<file path="src/design/npc_pkg.sv">
// Package for the nearest palette color block: field widths, item codes and
// the packed color and squared-difference types shared by all modules.
// Depends on nothing.
`default_nettype none

package npc_pkg;

	localparam int PALETTE_DEPTH_DEF = 16;
	localparam int COLOR_W           = 8;
	localparam int IDX_W             = 4;
	localparam int COUNT_W           = 5;
	localparam int SQ_W              = 2 * COLOR_W;
	// three squares of 255 sum to 195075, below 2**18
	localparam int DIST_W            = SQ_W + 2;
	// wide enough to hold any palette depth up to 256 and any count
	localparam int WIDE_W            = 9;

	localparam logic KIND_LOAD  = 1'b0;
	localparam logic KIND_QUERY = 1'b1;

	typedef struct packed {
		logic [COLOR_W-1:0] red;
		logic [COLOR_W-1:0] green;
		logic [COLOR_W-1:0] blue;
	} rgb_t;

	typedef struct packed {
		logic [SQ_W-1:0] red;
		logic [SQ_W-1:0] green;
		logic [SQ_W-1:0] blue;
	} sq_t;

endpackage

`default_nettype wire

</file>
<file path="src/design/npc_palette_mem.sv">
// Palette store: one write port, one read port, read data registered.
// Depends on npc_pkg.
`default_nettype none

module npc_palette_mem import npc_pkg::*; #(
	parameter int DEPTH = PALETTE_DEPTH_DEF,
	parameter int AW    = 4
) (
	input  logic          clk,
	input  logic          wr_en,
	input  logic [AW-1:0] wr_addr,
	input  rgb_t          wr_data,
	input  logic          rd_en,
	input  logic [AW-1:0] rd_addr,
	output rgb_t          rd_data
);

	rgb_t mem [DEPTH];

	always_ff @(posedge clk) begin
		if (wr_en) begin
			mem[wr_addr] <= wr_data;
		end
	end

	always_ff @(posedge clk) begin
		if (rd_en) begin
			rd_data <= mem[rd_addr];
		end
	end

endmodule

`default_nettype wire

</file>
<file path="config.mk">
export PLATFORM = sky130hd
export DESIGN_NAME = npc_palette_mem
export DESIGN_NICKNAME = d
export VERILOG_FILES = /design/src/design/npc_pkg.sv /design/src/design/npc_palette_mem.sv
export SDC_FILE = /design/constraint.sdc
export NUM_CORES = 1
export LEC_CHECK = 0
export BUFFER_PORTS_ARGS = -buffer_cell sky130_fd_sc_hd__buf_2
export CAP_MARGIN = 20
export CORE_UTILIZATION = 42
export CTS_CLUSTER_SIZE = 40
export DETAILED_ROUTE_END_ITERATION = 8
export SLEW_MARGIN = 10
export SYNTH_ARGS = -nofsm -noshare
export SYNTH_HDL_FRONTEND = slang
export SYNTH_SLANG_ARGS = --single-unit
</file>
<file path="constraint.sdc">
create_clock -name clk -period 7.15 [get_ports clk]
set_input_delay 0.715 -clock clk [delete_from_list [all_inputs] [get_ports clk]]
set_output_delay 0.715 -clock clk [all_outputs]
set_load 0.05 [all_outputs]
</file>
## Yosys cells after proc, flatten, opt, wreduce, memory -nomap -nowiden

Memories as Yosys holds them, arrays and structs flattened. A register that Yosys moved wholly into a read port is not among the register bits.
Cells that the tools add are included.

| word-level totals | value |
|---|---|
| output and inout bits | 24 |
| logic and storage cells | 3 |
| register bits | 0 |
| RAM bits | 384 |
| input port bits | 35 |
| bits in latches | 0 |
| memories kept | 1 |
| ROM bits | 0 |

Memories:

| memory | depth | bits a word | read ports | clocked after memory_dff | write ports | line | text |
|---|---|---|---|---|---|---|---|
| mem | 16 | 24 | 1 | 1 | 1 | npc_palette_mem.sv:18 | `rgb_t mem [DEPTH];` |

| cells by class | value |
|---|---|
| div/mod/pow operators | 0 |
| add/subtract/negate cells | 0 |
| multiplexer cells | 2 |
| bitwise operators | 0 |
| multipliers | 0 |
| reductions and logical operators | 0 |
| shifts and indexed selects | 0 |
| magnitude comparators | 0 |
| equality and inequality tests | 0 |

Operators with widths:

| operator | count |
|---|---|
| two-way mux 1 bit | 2 |

## Depth between registers and ports, before layout

| logic depth | value |
|---|---|
| word-level depth | 2 |
| gate-level depth with buffers | 6 |
| mapped depth without buffers | 3 |

## Worst setup path before layout

Ideal clock, no wire load.

| path | value |
|---|---|
| kind | input to register |
| from | input wr_addr[2] |
| to | memory mem[0][0] (netlist bit), enable pin |
| path slack | 3.818 ns |
| data required time | 6.715 ns |
| arrival time | 2.897 ns |
| buffers on the path | 0 |
| setup time | 0.435 ns |
| stages | 2 |
| cells stage by stage | or3b_2 nor3_1 |

RTL lines:

| what | line | text |
|---|---|---|
| start, declared | npc_palette_mem.sv:11 | `input logic [AW-1:0] wr_addr,` |
| end, declared | npc_palette_mem.sv:18 |  |

No word-level cell before the write port.

==> flow_summary.toml <==
[worst_hold_path]
worstHoldPathType = "in -> reg"

[routing]
wl_met2_um = 17070
wl_per_cell_um = 26.46
dr_wl_met3_um = 1632
drc = 0
via_per_inst = 5.545
drtIter0Drc = 568
drt_pre_antenna_iters = 5
vias = 6771
drt_wl_total_um = 32310
routed.top_layer = "met5"
ant_nets = 0
wl_met1_um = 12840

[sta]
rsz0062_at_grt = "no"
setup-violations-final = 0
layout_min_cycle_time_ns = 2.762
slew_viol_final = 0
hold_violations = 0
fmax_mhz = 362.0
setup_tns_ns = 0
worst_pin_slew_ns = 0.9869
min_period_over_period_pct = 38.63
skew_ns = 0.009645
fin_ws_ns = 4.388
relSlewSlack_pct = 34.21

[floorplan]
die_h_um = 192.1
dieArea_um2 = 36890
rows = 69
start_util_pct = 42.65
core_um2 = 35570
die_w_um = 192.1
ios = 59

[yosys]
ys_types = 15
syn_area_um2 = 15170
synth_cells = 636
async_flop_share_pct = 0
synthTopCellsByCount = "edfxtp_1 (408), mux4_2 (96), a22oi_1 (48), nand2_1 (25), clkbuf_1 (18)"
ys_top_cells_by_area = "edfxtp_1 (81%), mux4_2 (14%), a22oi_1 (2.4%)"
synth_warnings = 0
synth-main-ff-cell = "edfxtp_1"
yosysTopAreaCellShare_pct = 80.76
avgSynthCellArea_um2 = 23.85
synthMostInstantiatedCell = "edfxtp_1"
syn_nets = 671
yosysSeqAreaShare_pct = 80.76
netlist.top_cell.by_area = "edfxtp_1"
synth_edf_count = 408
ys_ff_latch = 408

[critical_path]
required_ns = 7.43
cp_cell_sequence = "buf_6 > buf_4 > mux4_2 > a22oi_1 > nand2_1"
cpMaxStageDelayCell = "buf_4"
regToRegSetupSlack_ns = 5.71
end_kind = "flop"
cp.buffers_inverters = 2
critPathTopFamily = "buffers and inverters"
critical_path.max_fanout = 60
startpoint_type = "input pin"
max_stage_delay_ns = 0.73
crit_type = "in -> reg"
cp.arrival_ns = 3.04

[place]
dp_slack_ns = 3.746
dp_hpwl_um = 16160
place.gp.congestion = 0.7035
portBuffers = 58

[flow_run]
maxCapViolations = 0

[global_routing]
grtUsageTotal_pct = 18.25
grt_pass1_vias = 7227
grt_overflow = 0
antenna_found_initial = 2
grt_pass1_wl_um = 47240
grt_max_degree = 61

[power_and_ir_drop]
cellPowerDensity_nw_per_um2 = 289.8
p_leak_nw = 5.555
peakVddDrop_uv = 186.0
total_power_mw = 5.046

[finish]
final_core_util_pct = 48.95
area_delta_synth_final_pct = 14.76
multi_input_area_um2 = 2804
fillers = 2869
finalNetCount = 762
register_area_um2 = 12250
layout-drive-gt1-share_pct = 33.20

[cts]
clk_pin_slew_ns = 0.06
clkLatencyLatePin_ns = 0.53
cts.repair.resized = 0
cts_hold_buffers = 0
numCtsBuffers = 42
htreeDepth = 2
cts_setup_buffers = 0
cts_tree = "built"
clockBufferDepth = 3
clock_sinks = 408
root_buffer = "clkbuf_16"

[status]
status = "finished clean"
-- power breakdown --
part | switching, mW | internal [mW]
combinational | 0.171 | 0.0917
clock | 0.860 | 1.21
sequential | 0.0146 | 2.70
total | 1.05 | 4.00
-- through the flow --
stage                     hold WS, ns  std cells  instance area, µm²
after detailed placement       0.7322       1144               16100
final                          0.5561       1221               17410
after CTS                      0.5331       1220               17410
after floorplan                0.7103        636               15170
after global routing           0.5493       1220               17410
after global placement         0.7163       1143               16090
-- final timing paths --
kind | depth (start not counted) | start | endpoint
worst max-delay path | 5 | rd_addr[0] | rd_data[23]
worst min-delay path | 1 | wr_data[1] | mem[7][1]
worst min register to register | 3 | mem[14][15] | rd_data[15]
worst max register to register | 3 | mem[3][3] | rd_data[3]
-- logic make-up after synthesis --
logic type	share of synthesized area (%)
AO/OA/AOI/OAI	2.375
multiplexers	14.25
flip-flops	80.76
buffers and inverters	1.146
AND/OR/NAND/NOR	1.468
-- cell usage in the layout, fill, tap and decap left out --
cell type | netlist | layout
a22oi_1 | 48 | 48
edfxtp_1 | 408 | 408
mux4_2 | 96 | 96
clkbuf_16 | 0 | 45
clkbuf_1 | 18 | 8
nand2_1 | 25 | 25
inv_8 | 0 | 1
buf_6 | 5 | 1
nor2b_2 | 0 | 2
and2_2 | 0 | 1
clkinv_2 | 0 | 7
nand2b_1 | 2 | 2
buf_2 | 10 | 56
diode_2 | 0 | 1
nand3b_1 | 2 | 2
nor2_2 | 0 | 13
nor3_2 | 0 | 4
or3b_2 | 1 | 1
nand3_1 | 1 | 1
buf_4 | 0 | 23
bufinv_16 | 0 | 2
clkinv_1 | 0 | 13
-- flip-flops by register name, indices dropped and copies added, names as in the netlist --
register and flops:
mem 384, rd_data 24
-- cell type report --
cell class / instances / share of cell area (%)
antenna: 1 / 0.01437
clock buffer: 53 / 6.640
clock inverter: 23 / 0.8911
multi-input combinational: 195 / 16.10
sequential: 408 / 70.37
tap: 461 / 3.313
timing repair buffer: 80 / 2.666
-- metal layers --
layer  track usage [%]  vias up
met2             32.55      188
met5                 0        -
met1             22.99     3611
met4             5.239        4
li1                  -     2908
met3             2.887       60
Power figures use the tool's default switching activity.
