`src/design/npc_pkg.sv`:
```
// Package for the nearest palette color block: field widths, item codes and
// the packed color and squared-difference types shared by all modules.
// Depends on nothing.
`default_nettype none

package npc_pkg;

	localparam int PALETTE_DEPTH_DEF = 16;
	localparam int COLOR_W           = 8;
	localparam int IDX_W             = 4;
	localparam int COUNT_W           = 5;
	localparam int SQ_W              = 2 * COLOR_W;
	// three squares of 255 sum to 195075, below 2**18
	localparam int DIST_W            = SQ_W + 2;
	// wide enough to hold any palette depth up to 256 and any count
	localparam int WIDE_W            = 9;

	localparam logic KIND_LOAD  = 1'b0;
	localparam logic KIND_QUERY = 1'b1;

	typedef struct packed {
		logic [COLOR_W-1:0] red;
		logic [COLOR_W-1:0] green;
		logic [COLOR_W-1:0] blue;
	} rgb_t;

	typedef struct packed {
		logic [SQ_W-1:0] red;
		logic [SQ_W-1:0] green;
		logic [SQ_W-1:0] blue;
	} sq_t;

endpackage

`default_nettype wire

```
`src/design/npc_dist.sv`:
```
// Distance stage: absolute differences per channel and their squares,
// registered. Depends on npc_pkg.
`default_nettype none

module npc_dist import npc_pkg::*; (
	input  logic clk,
	input  rgb_t pixel,
	input  rgb_t entry,
	output sq_t  sq_s2
);

	logic [COLOR_W-1:0] dr, dg, db;

	always_comb begin
		dr = (pixel.red   > entry.red)   ? pixel.red   - entry.red   : entry.red   - pixel.red;
		dg = (pixel.green > entry.green) ? pixel.green - entry.green : entry.green - pixel.green;
		db = (pixel.blue  > entry.blue)  ? pixel.blue  - entry.blue  : entry.blue  - pixel.blue;
	end

	always_ff @(posedge clk) begin
		sq_s2.red   <= SQ_W'(dr) * SQ_W'(dr);
		sq_s2.green <= SQ_W'(dg) * SQ_W'(dg);
		sq_s2.blue  <= SQ_W'(db) * SQ_W'(db);
	end

endmodule

`default_nettype wire

```
`config.mk`:
```
export PLATFORM = sky130hd
export DESIGN_NAME = npc_dist
export DESIGN_NICKNAME = d
export VERILOG_FILES = /design/src/design/npc_pkg.sv /design/src/design/npc_dist.sv
export SDC_FILE = /design/constraint.sdc
export NUM_CORES = 1
export LEC_CHECK = 0
export ABC_AREA = 0
export BUFFER_PORTS_ARGS = -buffer_cell sky130_fd_sc_hd__buf_4
export CORE_ASPECT_RATIO = 0.9
export CORE_UTILIZATION = 30
export DETAILED_ROUTE_END_ITERATION = 12
export HOLD_SLACK_MARGIN = 0.15
export REMOVE_ABC_BUFFERS = 1
export SLEW_MARGIN = 20
export SYNTH_ARGS = -nofsm -noshare
export SYNTH_HDL_FRONTEND = slang
export SYNTH_SLANG_ARGS = --single-unit
```
`constraint.sdc`:
```
create_clock -name clk -period 6.9 [get_ports clk]
set_input_delay 1.38 -clock clk [delete_from_list [all_inputs] [get_ports clk]]
set_output_delay 1.38 -clock clk [all_outputs]
set_load 0.01 [all_outputs]
```
Word-level counts from Yosys, hierarchy flattened

Index checks and enable logic that the tools add are counted.

Bits in registers: 48
Bits in latches: 0
RAM bits: 0
Memory bits (read-only): 0
Output and inout port bits: 48
Memories: 0

$add $sub $neg: 6
Multiply operators: 3
Div/mod/pow operators: 0
Magnitude comparators: 3
Equal/unequal tests: 0
Shift-type cells: 0
Multiplexer cells: 3
Bitwise operators: 0
Reductions and logical operators: 0

Operators by type and width:

| operator                                     | count |
|---|---|
| 8-bit by 8-bit multiplier with 16-bit output | 3 |
| 8-bit subtractor                             | 6 |
| 8-bit greater-than comparator                | 3 |
| 8-bit 2-to-1 mux                             | 3 |

Longest topological paths before layout

Depth in word-level cells: 3
Mapped depth: 27
Gate-level depth less buffers: 27

Least setup slack after synthesis

OpenSTA, ideal clock, no wires.

Kind: input -> register
Start point: input pixel[8] in the netlist's numbering
End point: register sq_s2[31] in the netlist's numbering
Library setup time: 0.121 ns
Arrival: 7.325 ns
Required time: 6.779 ns
Setup slack: -0.546 ns
Stages: 25
Cells stage by stage: inv_1 -> ha_1 -> inv_1 -> fa_1 -> a211oi_1 -> nor3_2 -> o21ai_4 -> mux2i_1 -> xor2_2 -> or2_2 -> inv_1 -> fa_1 -> fa_1 -> inv_1 -> fa_1 -> fa_1 -> inv_1 -> ha_1 -> a21o_1 -> a21o_1 -> a21o_1 -> and4_1 -> a211oi_1 -> a21oi_1 -> xor2_1

Cells in the longest elaborated chain, start to end: 3

Ends and longest elaborated chain:

| item                                                                     | line           | RTL |
|---|---|---|
| start: declaration                                                       | npc_dist.sv:7  | `input rgb_t pixel,` |
| 8-bit subtractor / 8-bit greater-than comparator (equally long branches) | npc_dist.sv:16 | `dg = (pixel.green > entry.green) ? pixel.green - entry.green : entry.green - pixel.green;` |
| 8-bit 2-to-1 mux *                                                       | npc_dist.sv:16 |  |
| 8-bit by 8-bit multiplier with 16-bit output *                           | npc_dist.sv:22 | `sq_s2.green <= SQ_W'(dg) * SQ_W'(dg);` |
| end: declaration                                                         | npc_dist.sv:9  | `output sq_t sq_s2` |

Mark *: on every way between the ends. The rest lies on a longest branch, timed or not.

Worst setup path in the final report

Same ends and word-level chain as after synthesis.

==> results.md <==
* HPWL Detailed at 15,200 µm
* Total global-route track usage at 13.9%
* Fill count at around 2.6k
* Unique masters post-synth at 76
* RSZ-0062 raised after global routing: true
* Clock net sink count at 45
* Fin. max-slew vios at 0
* Drt wl/cell at roughly 12 µm
* First-pass GRT wire length at between 30,000 and 40,000 µm
* Post-route antenna net violation count at 0
* Critical path launch point type: primary input
* Worst setup EP type: flop
* Fin util at 42.9%
* Final GP Congestion at 0.867
* Seq/Total Area, Yosys at 11.4%
* Warnings from Yosys at 0
* Initial Utilization at 30.5%
* # rows at 56
* Critical path class: in2reg
* WL final at 18,200 µm
* Worst path most repeated cell: fa_1
* Commonest non-fill, non-tap cell in the layout: buf_4
* Ant diodes at 0
* Overflow after GRT at 0
* Post-synth EDFFs at 0
* Largest net degree at the start of global routing at 16
* HP Class: in2reg
* Max stage delay on crit path at 0.57 ns
* CTS Root Cell: clkbuf_16
* Top_reg_cell synth: dfxtp_1
* Hold Buf Count CTS at 0
* Synth Instances at 920
* Die W at 173 µm
* Slew margin rel. at a little over 60%
* Initial antenna violation count at 0
* Drc violations at 0
* Max Fclk at about 150 MHz
* Port bufs at 93
* Hold Fails Final Rpt at 0
* Area growth syn-to-layout at 40.7%
* Largest register FFs at 45
* Vias per cell at 4.46
* Vias in the first global route at 7,064
* Drt first pass iters at 5
* Die area at around 27,000 µm²
* Crit-path max FO at 7
* Vias post-DR at 6,888
* Ys async rst share at 0%
* Outcome: complete, no violations
* Core area at 26,000 µm²
* Setup-failing EPs final at 0
* H-tree lvl count at 2
* TritonCTS clock tree: built
* Syn Std Cell Area at 7920 µm²
* Clock buffer depth at 2
* Layout cells sized above 1 at 34.2%
* Top Registers: sq_s2 (45)
* 1st-iter DRT viols at 220
* Ports at 97
* Max-cap violations at 0
* Tcrit/Tclk final at between 90% and 100%
* DIE HEIGHT at 156 µm
* Final nets at roughly 1.5k
* TritonCTS buffer count at 5
* CP arrival at about 7 ns
* CP max-delay cell: fa_1
* Most frequent cells in the layout: buf_4, inv_1, ha_1, nor2_1, fa_1
* Clk pin slew, worst setup/hold paths at 0.07 ns
* Synthesis-stage register bit count at between 40 and 50
* Biggest register: sq_s2
* Slew @ Worst Pin at 0.579 ns
* Syn_area_per_cell at 8.60 µm²
* Final min period at 6.79 ns
* Data required time at the worst endpoint at roughly 7.1 ns
-- through the flow --
step	std cells	hold slack (ns)	area, µm²	setup WS, ns	TNS [ns]
detailed placement	1508	1.77	10200	-0.883	-7.07
floorplan	901	1.68	7810	-0.546	-2.46
global route	1544	1.61	11100	-0.118	-0.323
finish	1544	1.61	11100	0.110	0
CTS	1532	1.61	10800	-0.00619	-0.0103
global placement	1508	1.77	10200	-0.753	-6.27
-- logic make-up (layout without fill, tap and decap cells) --
family / Yosys count / count (layout) / share of synthesized area [%]
buf+inv: 209 / 483 / 10.3
other cells: 1 / 3 / 0.0474
xor+xnor: 64 / 64 / 7.37
simple gates: 202 / 202 / 12.6
compound gates: 172 / 172 / 15.4
fa+ha+maj: 212 / 212 / 41.0
mux: 15 / 15 / 1.90
flops: 45 / 45 / 11.4
-- final timing paths --
path | start | to | slack (ns) | depth (start not counted)
max | pixel[8] | sq_s2[31]$_DFF_P_ | 0.11 | 27
min | entry[16] | sq_s2[32]$_DFF_P_ | 1.61 | 4
-- Yosys cell counts, types with 2 or more instances --
library cell	instances	share of area, %
a2111o_1	5	0.71
a211o_1	2	0.22
a211oi_1	7	0.66
a21o_1	23	2.2
a21oi_1	54	3.4
a311oi_1	2	0.22
a31oi_1	4	0.32
a32oi_1	2	0.22
and2_1	3	0.24
buf_2	8	0.51
buf_4	4	0.38
clkbuf_1	6	0.28
dfxtp_1	45	11
fa_1	79	20
ha_1	133	21
inv_1	187	8.9
mux2i_1	15	1.9
nand2_1	28	1.3
nand2b_1	12	0.95
nand3_1	12	0.76
nand4_1	8	0.63
nor2_1	84	4.0
nor2_2	2	0.16
nor2b_1	6	0.47
nor3_1	8	0.51
nor3b_1	2	0.19
nor4b_1	2	0.22
o2111ai_1	2	0.22
o211ai_1	5	0.47
o21a_1	11	1.0
o21ai_0	21	1.3
o21bai_1	7	0.66
o221ai_1	2	0.22
o22ai_1	3	0.24
o31a_1	2	0.22
o31ai_1	2	0.19
or2_2	21	1.7
or3_1	3	0.24
xnor2_1	44	4.9
xor2_1	17	1.9
xor2_2	2	0.41
-- critical path, delay by kind of cell --
| family | cells | cell delay (ns) |
|---|---|---|
| compound gates | 6 | 1.17 |
| xor+xnor | 2 | 0.28 |
| fa+ha+maj | 7 | 2.72 |
| buf+inv | 8 | 0.65 |
| mux | 1 | 0.24 |
| simple gates | 3 | 0.53 |
-- routing by layer --
layer,part of all wire (%),vias to the layer above,track usage (%),wire length [µm]
li1,-,3549,-,-
met3,3.6,15,2.34,661
met1,48,3213,17.9,8660
met5,0,-,0,0
met2,48,111,24.7,8680
met4,1.1,0,2.49,195
-- final cells by class --
class,count,area [µm²],area share [%]
multi-input cells,668,6720,60.3
clock buffers,5,125,1.12
inverters,188,708,6.36
clock inverters,3,22.5,0.202
repair buffers,287,2230,20.0
well taps,348,435,3.91
flip-flops and latches,45,901,8.09
-- what timing repair did --
item                                   4_1_cts  5_1_grt
pin swaps                                   49       53
resized for setup                           61       69
cloned                                       0        0
setup buffers                               16       12
setup endpoints to repair                   11       15
endpoints found under the hold margin        0        0
Power is not shown: default switching activity piles up to over one toggle a cycle in this logic, so the estimate is an artifact.
